--- src/rtl/core/ptb_pkg.sv ---
package ptb_pkg;

  localparam int unsigned NUM_TIMERS = 16;
  localparam int unsigned SLOT_W = (NUM_TIMERS > 1) ? $clog2(NUM_TIMERS) : 1;
  localparam int unsigned CNT_W = $clog2(NUM_TIMERS + 1);

  typedef enum logic [1:0] {
    CMD_TICK   = 2'd0,
    CMD_CREATE = 2'd1,
    CMD_KILL   = 2'd2,
    CMD_NONE   = 2'd3
  } cmd_e;

  typedef enum logic [1:0] {
    KIND_FIRE = 2'd0,
    KIND_DONE = 2'd1,
    KIND_KILL = 2'd2
  } kind_e;

  typedef struct packed {
    logic [23:0] interval;
    logic [31:0] remaining;
    logic [15:0] tag;
  } slot_t;

  typedef struct packed {
    logic              we;
    logic [SLOT_W-1:0] waddr;
    slot_t             wdata;
    logic              set_valid;
    logic              clr_valid;
    logic [SLOT_W-1:0] vaddr;
    logic              re;
    logic [SLOT_W-1:0] raddr;
  } store_req_t;

endpackage

--- src/rtl/core/ptb_store.sv ---
module ptb_store (
  input  logic                                clk_i,
  input  logic                                rst_ni,
  input  ptb_pkg::store_req_t                 req_i,
  output logic [ptb_pkg::NUM_TIMERS-1:0]      valid_o,
  output ptb_pkg::slot_t                      rd_data_o
);
  import ptb_pkg::*;

  slot_t                 mem [NUM_TIMERS];
  slot_t                 rd_data_q;
  logic [NUM_TIMERS-1:0] valid_q;

  always_ff @(posedge clk_i) begin
    if (req_i.we) begin
      mem[req_i.waddr] <= req_i.wdata;
    end
    if (req_i.re) begin
      rd_data_q <= mem[req_i.raddr];
    end
  end

  always_ff @(posedge clk_i or negedge rst_ni) begin
    if (!rst_ni) begin
      valid_q <= '0;
    end else if (req_i.set_valid) begin
      valid_q[req_i.vaddr] <= 1'b1;
    end else if (req_i.clr_valid) begin
      valid_q[req_i.vaddr] <= 1'b0;
    end
  end

  assign valid_o   = valid_q;
  assign rd_data_o = rd_data_q;

endmodule

--- src/rtl/core/periodic_timer_bank.sv ---
// Bank of periodic timers held in a one-port-read, one-port-write slot memory.
// Input channel (in_valid_i/in_ready_o) takes one command beat: tick, create,
// kill or none. Output channel (out_valid_o/out_ready_i) returns result beats.
// A create is written in the cycle it is accepted and returns nothing; the
// next command can be accepted in the following cycle.
// A kill returns one beat, marked last, set in the kill state and held in the
// output register, telling whether a live timer was removed.
// A tick streams the slots through the memory read port, one slot per cycle
// while the output does not stall: each live slot whose count reaches zero or
// below gives a fire beat, and a closing beat marked last follows once the
// last slot has been read and written back.
// Commands are accepted only while no command is in progress.
// The output register holds a beat until it is taken; while the receiver
// stalls, a tick waits on the slot that must report and resumes afterwards.
// Reset clears all valid marks; interval, count and tag memory contents are
// undefined until a create writes them.
module periodic_timer_bank (
  input  logic        clk_i,
  input  logic        rst_ni,
  input  logic        in_valid_i,
  output logic        in_ready_o,
  input  logic [1:0]  cmd_i,
  input  logic [3:0]  timer_index_i,
  input  logic [23:0] interval_i,
  input  logic [15:0] handler_tag_i,
  input  logic [15:0] elapsed_i,
  output logic        out_valid_o,
  input  logic        out_ready_i,
  output logic [1:0]  kind_o,
  output logic [3:0]  slot_o,
  output logic [15:0] tag_o,
  output logic        removed_o,
  output logic        last_o
);
  import ptb_pkg::*;

  typedef enum logic [2:0] {
    S_IDLE = 3'b001,
    S_TICK = 3'b010,
    S_KILL = 3'b100
  } state_e;

  state_e            state_q, state_d;
  logic [CNT_W-1:0]  rd_ptr_q, rd_ptr_d;
  logic              p_vld_q, p_vld_d;
  logic [SLOT_W-1:0] p_idx_q, p_idx_d;
  logic [15:0]       elapsed_q, elapsed_d;
  logic [3:0]        kill_slot_q, kill_slot_d;
  logic              kill_rm_q, kill_rm_d;

  logic              out_vld_q, out_vld_d;
  logic [1:0]        kind_q, kind_d;
  logic [3:0]        slot_q, slot_d;
  logic [15:0]       tag_q, tag_d;
  logic              removed_q, removed_d;
  logic              last_q, last_d;

  store_req_t            req;
  logic [NUM_TIMERS-1:0] valid;
  slot_t                 rd_data;

  logic              accept;
  logic              out_free;
  logic              idx_ok;
  logic [SLOT_W-1:0] in_slot;
  logic              slot_vld;
  logic [32:0]       diff;
  logic [31:0]       sat;
  logic              fire;
  logic [31:0]       new_rem;
  logic              need_out;
  logic              stall;

  ptb_store u_store (
    .clk_i     (clk_i),
    .rst_ni    (rst_ni),
    .req_i     (req),
    .valid_o   (valid),
    .rd_data_o (rd_data)
  );

  assign in_ready_o = (state_q == S_IDLE);
  assign accept     = in_valid_i && in_ready_o;
  assign out_free   = !out_vld_q || out_ready_i;
  assign idx_ok     = (9'(timer_index_i) < 9'(NUM_TIMERS));
  assign in_slot    = SLOT_W'(timer_index_i);

  assign slot_vld = valid[p_idx_q];
  assign diff     = {rd_data.remaining[31], rd_data.remaining} - {17'd0, elapsed_q};
  assign sat      = (diff[32] != diff[31]) ? 32'h8000_0000 : diff[31:0];
  assign fire     = sat[31] || (sat == 32'd0);
  assign new_rem  = fire ? (sat + {8'd0, rd_data.interval}) : sat;
  assign need_out = p_vld_q && slot_vld && fire;
  assign stall    = need_out && !out_free;

  always_comb begin
    state_d     = state_q;
    rd_ptr_d    = rd_ptr_q;
    p_vld_d     = p_vld_q;
    p_idx_d     = p_idx_q;
    elapsed_d   = elapsed_q;
    kill_slot_d = kill_slot_q;
    kill_rm_d   = kill_rm_q;
    out_vld_d   = out_vld_q && !out_ready_i;
    kind_d      = kind_q;
    slot_d      = slot_q;
    tag_d       = tag_q;
    removed_d   = removed_q;
    last_d      = last_q;
    req         = '0;

    unique case (state_q)
      S_IDLE: begin
        if (accept) begin
          unique case (cmd_i)
            CMD_TICK: begin
              elapsed_d = elapsed_i;
              rd_ptr_d  = '0;
              p_vld_d   = 1'b0;
              state_d   = S_TICK;
            end
            CMD_CREATE: begin
              if (idx_ok) begin
                req.we              = 1'b1;
                req.waddr           = in_slot;
                req.wdata.interval  = interval_i;
                req.wdata.remaining = {8'd0, interval_i};
                req.wdata.tag       = handler_tag_i;
                req.set_valid       = 1'b1;
                req.vaddr           = in_slot;
              end
            end
            CMD_KILL: begin
              kill_slot_d = timer_index_i;
              kill_rm_d   = idx_ok && valid[in_slot];
              req.clr_valid = idx_ok;
              req.vaddr     = in_slot;
              state_d       = S_KILL;
            end
            default: begin
            end
          endcase
        end
      end
      S_TICK: begin
        if (!stall) begin
          if (p_vld_q && slot_vld) begin
            req.we              = 1'b1;
            req.waddr           = p_idx_q;
            req.wdata.interval  = rd_data.interval;
            req.wdata.remaining = new_rem;
            req.wdata.tag       = rd_data.tag;
          end
          if (need_out) begin
            out_vld_d = 1'b1;
            kind_d    = KIND_FIRE;
            slot_d    = 4'(p_idx_q);
            tag_d     = rd_data.tag;
            removed_d = 1'b0;
            last_d    = 1'b0;
          end
          if (rd_ptr_q != CNT_W'(NUM_TIMERS)) begin
            req.re   = 1'b1;
            req.raddr = rd_ptr_q[SLOT_W-1:0];
            p_vld_d  = 1'b1;
            p_idx_d  = rd_ptr_q[SLOT_W-1:0];
            rd_ptr_d = rd_ptr_q + CNT_W'(1);
          end else begin
            p_vld_d = 1'b0;
            if (!p_vld_q && out_free) begin
              out_vld_d = 1'b1;
              kind_d    = KIND_DONE;
              slot_d    = 4'd0;
              tag_d     = 16'd0;
              removed_d = 1'b0;
              last_d    = 1'b1;
              state_d   = S_IDLE;
            end
          end
        end
      end
      S_KILL: begin
        if (out_free) begin
          out_vld_d = 1'b1;
          kind_d    = KIND_KILL;
          slot_d    = kill_slot_q;
          tag_d     = 16'd0;
          removed_d = kill_rm_q;
          last_d    = 1'b1;
          state_d   = S_IDLE;
        end
      end
      default: begin
        state_d = S_IDLE;
      end
    endcase
  end

  always_ff @(posedge clk_i or negedge rst_ni) begin
    if (!rst_ni) begin
      state_q   <= S_IDLE;
      rd_ptr_q  <= '0;
      p_vld_q   <= 1'b0;
      out_vld_q <= 1'b0;
    end else begin
      state_q   <= state_d;
      rd_ptr_q  <= rd_ptr_d;
      p_vld_q   <= p_vld_d;
      out_vld_q <= out_vld_d;
    end
  end

  always_ff @(posedge clk_i) begin
    p_idx_q     <= p_idx_d;
    elapsed_q   <= elapsed_d;
    kill_slot_q <= kill_slot_d;
    kill_rm_q   <= kill_rm_d;
    kind_q      <= kind_d;
    slot_q      <= slot_d;
    tag_q       <= tag_d;
    removed_q   <= removed_d;
    last_q      <= last_d;
  end

  assign out_valid_o = out_vld_q;
  assign kind_o      = kind_q;
  assign slot_o      = slot_q;
  assign tag_o       = tag_q;
  assign removed_o   = removed_q;
  assign last_o      = last_q;

endmodule

--- config.mk ---
export PLATFORM = sky130hd
export DESIGN_NAME = periodic_timer_bank
export DESIGN_NICKNAME = d
export VERILOG_FILES = /design/src/rtl/core/ptb_pkg.sv /design/src/rtl/core/ptb_store.sv /design/src/rtl/core/periodic_timer_bank.sv
export SDC_FILE = /design/constraint.sdc
export NUM_CORES = 2
export LEC_CHECK = 0
export CORE_UTILIZATION = 30
export DETAILED_ROUTE_END_ITERATION = 8
export DONT_BUFFER_PORTS = 1
export SYNTH_ARGS = -nofsm -noshare
export SYNTH_HDL_FRONTEND = slang
export SYNTH_HIERARCHICAL = 1
export SYNTH_SLANG_ARGS = --single-unit
export TNS_END_PERCENT = 10
--- constraint.sdc ---
create_clock -name clk_i -period 16.5 [get_ports clk_i]
set_clock_uncertainty 0.1 [all_clocks]
set_input_delay 2.475 -clock clk_i [delete_from_list [all_inputs] [get_ports clk_i]]
set_output_delay 2.475 -clock clk_i [all_outputs]
set_load 0.02 [all_outputs]
==> impl_metrics.csv <==
group,metric,value,unit
synthesis,synth.area.top_cells,"edfxtp_1 (72%), mux4_2 (13%), a22oi_1 (2.0%)",
drt,dr_total_vias,26740,
placed_design,io_buffers,0,
placed_design,place_inst,5017,
clock_tree,path_clk_slew,0.07,ns
synthesis,yosysTopAreaCellShare,0.7208,
sta,slew_violations,0,
flow_run,maxCapViolations,0,
floorplanning,die_h,422.5,um
synthesis,synth_nets,2864,
floorplanning,ios,92,
clock_tree,ctsResizeCount,0,
layout,nets,2920,
clock_tree,worstSkewPairLatency,0.73,ns
drt,wl,128.0,mm
clock_tree,cts_htree_levels,3,
drt,ant_nets,0,
placed_design,preCtsSetupSlack,7.518,ns
setup_path,rr_endpoint,"u_store/rd_data_o[58]$_DFFE_PP_",
pwr,power.density,109.2,nW/um2
floorplanning,core_area,174800,um2
synthesis,netlist_instances,2757,
clock_tree,cts_made_buffers,119,
synthesis,synth_common_cells,"edfxtp_1 (1273), mux4_2 (298), nand2_1 (152)",
global_routing,grt_use_total,0.1421,
pwr,ir_drop,0.08682,mV
clock_tree,clk_path_buf_depth,3,
sta,finalHoldViolations,0,
global_routing,grt_first_pass_wirelength,189.1,mm
drt,routedWlPerCell,24.39,um
pwr,power,6539,uW
floorplanning,dieArea,178500,um2
placed_design,dp_hpwl,73.11,mm
synthesis,synth-seq-cells,1299,
worst_hold_path,whs_path_depth,1,
synthesis,syn-mean-instance-area,19.24,um2
setup_path,max_stage_delay,0.80,ns
setup_path,arrival,9.29,ns
setup_path,r2r_setup_slack,7.58,ns
synthesis,syn-cell-area,53030,um2
placed_design,place_congestion,0.8592,
floorplanning,row_count,153,
clock_tree,postCtsSetupRepairBufs,0,
setup_path,slowest_stage,"buf_4",
floorplanning,die_w,422.5,um
sta,max-slew-margin-rel,0.1680,
synthesis,ys_types,93,
setup_path,ff2ff_path_depth,26,
synthesis,synth.most_common_cell,"edfxtp_1",
global_routing,grt_overflow,0,
setup_path,required,16.87,ns
setup_path,rr_startpoint,"u_store/rd_data_o[16]$_DFFE_PP_",
floorplanning,start_util,0.3034,
synthesis,yosysWarnings,6,
pwr,p_leak,0.01964,uW
drt,drtIter0Drc,2557,
global_routing,grt_max_degree,162,
sta,period_share,0.5404,
sta,period_minus_slack,8.916,ns
global_routing,antenna_found_initial,17,
worst_hold_path,hold_class,"register to register",
synthesis,yosysSeqAreaShare,0.7331,
setup_path,critPathBufInv,6,
setup_path,cp-start-kind,"register",
sta,setup_viol,0,
synthesis,synth_top_area_cell,"edfxtp_1",
synthesis,synth_top_flop_cell,"edfxtp_1",
clock_tree,cts_root_buf,"clkbuf_16",
synthesis,synthArstFlopShare,0.02002,
synthesis,synth-edff-count,1273,
setup_path,cp_max_fo,74,
setup_path,criticalPathCategory,"register to register",
sta,rsz0062_at_grt,"no",
clock_tree,cts.hold.buffers_added,0,
status,status,"finished, final reports clean",
sta,max_freq,112.2,MHz
drt,drc,0,
drt,viasPerCell,5.097,
clock_tree,cts_tree,"done",
drt,drtPass1Iterations,6,
layout,instances_no_fill,5246,
layout,final_layout_size_suffix_gt1_frac,0.2077,
layout,area_growth,12.92,%
sta,tns,0,ns
sta,fin_ws,7.584,ns
layout,fin_util,0.3426,
setup_path,crit_path_end_kind,"register",
global_routing,grt_pass1_vias,27800,
clock_tree,cts.sinks,1299,
setup_path,cpMostUsedCell,"buf_4",
sta,worst_pin_slew,1.240,ns
setup_path,critPathTopFamily,"buffers and inverters",
[cells by family (layout without fill, tap and decap cells)]
| group | after synthesis | after routing | synth area share |
|---|---|---|---|
| and+or+nand+nor | 417 | 417 | 0.03784 |
| buffers and inverters | 197 | 353 | 0.01836 |
| AOI/OAI and AO/OA | 401 | 401 | 0.05497 |
| xor gates and xnor gates | 49 | 49 | 0.008446 |
| DFF | 1299 | 1299 | 0.7331 |
| adders and majority gates | 44 | 44 | 0.01038 |
| other | 0 | 8 | 0 |
| muxes | 350 | 350 | 0.1369 |
[power breakdown]
part           total [uW]  internal, uW  switching [uW]
Sequential           3630          3620            13.1
Clock                2740          1540            1200
Combinational         173          62.9             110
[per-stage QoR]
| stage | hold slack [ns] | instance area, um2 |
|---|---|---|
| 2_1_floorplan | 0.3697 | 53030 |
| 3_3_place_gp | 0.3849 | 55980 |
| 3_5_place_dp | 0.3971 | 55980 |
| 4_1_cts | 0.4114 | 59870 |
| 5_1_grt | 0.4284 | 59880 |
| 6_report | 0.4036 | 59890 |
[placed cells by master (no fill, tap or decap), types with 16 or more instances in the layout]
cell,count
a21o_1,22
nand3_1,25
buf_4,79
clkbuf_1,18
ha_1,40
edfxtp_1,1273
a21oi_1,38
dfrtp_1,25
xnor2_1,25
o21ai_0,51
nand2_1,152
nand2b_1,16
mux4_2,298
clkbuf_16,123
clkinv_2,23
xor2_1,23
a22o_1,28
mux2i_1,34
nor3_1,23
inv_1,50
and3_1,20
nor2_1,74
clkinv_1,29
a22oi_1,144
[flip-flops by register name, indices dropped and copies added, names as in the netlist, named ones only]
name / flops
rd_ptr_q: 5
kind_o: 2
slot_o: 4
kill_slot_q: 4
u_store/rd_data_o: 72
elapsed_q: 16
tag_o: 16
out_valid_o: 1
u_store/mem: 1152
p_vld_q: 1
removed_o: 1
p_idx_q: 4
state_q: 3
last_o: 1
kill_rm_q: 1
[how the worst max path moves through the flow]
| stage | start | cells past startpoint | end |
|---|---|---|---|
| global placement | u_store/rd_data_o[16]$_DFFE_PP_ | 26 | u_store/rd_data_o[55]$_DFFE_PP_ |
| global route | u_store/rd_data_o[16]$_DFFE_PP_ | 24 | u_store/rd_data_o[60]$_DFFE_PP_ |
| CTS | u_store/rd_data_o[16]$_DFFE_PP_ | 24 | u_store/rd_data_o[58]$_DFFE_PP_ |
| finish | u_store/rd_data_o[16]$_DFFE_PP_ | 26 | u_store/rd_data_o[58]$_DFFE_PP_ |
| detailed placement | u_store/rd_data_o[16]$_DFFE_PP_ | 26 | u_store/rd_data_o[58]$_DFFE_PP_ |
| floorplan | u_store/rd_data_o[16]$_DFFE_PP_ | 25 | u_store/mem[0][0]$_DFFE_PP_ |
[area by class of cell]
class                   count  area (um2)
multi-input cells        1261       13370
clock buffers             141        3146
fillers                 16250      114900
flip-flops and latches   1299       38880
well taps                2325        2909
clock inverters            80       739.5
inverters                  51       193.9
diodes                      8       20.02
repair buffers             81       633.1
[layer usage]
metal / vias to the layer above / share of wire / global-route usage
li1: 11500 / - / -
met1: 14340 / 0.40 / 0.1784
met2: 746 / 0.53 / 0.2563
met3: 157 / 0.043 / 0.01587
met4: 0 / 0.021 / 0.04149
met5: - / 0 / 0
[worst register-to-register path, cell delays in order (launching register included)]
cell and delay, ns:
edfxtp_1 0.37, inv_1 0.07, ha_1 0.18, inv_1 0.06, fa_1 0.41, a21o_1 0.21, a221oi_2 0.38, o211a_1 0.47
o211ai_1 0.20, nor2_1 0.13, nor2_1 0.05, ha_1 0.28, buf_4 0.27, nor2b_1 0.19, mux2i_2 0.16, o21ai_0 0.12
nor4_1 0.10, a41o_1 0.41, nand4_1 0.30, nand2_1 0.24, nor2_4 0.64, buf_4 0.78, buf_12 0.59, buf_4 0.98
mux4_2 0.63, a22oi_1 0.24, nand2_1 0.09
Power figures use the tool's default switching activity.
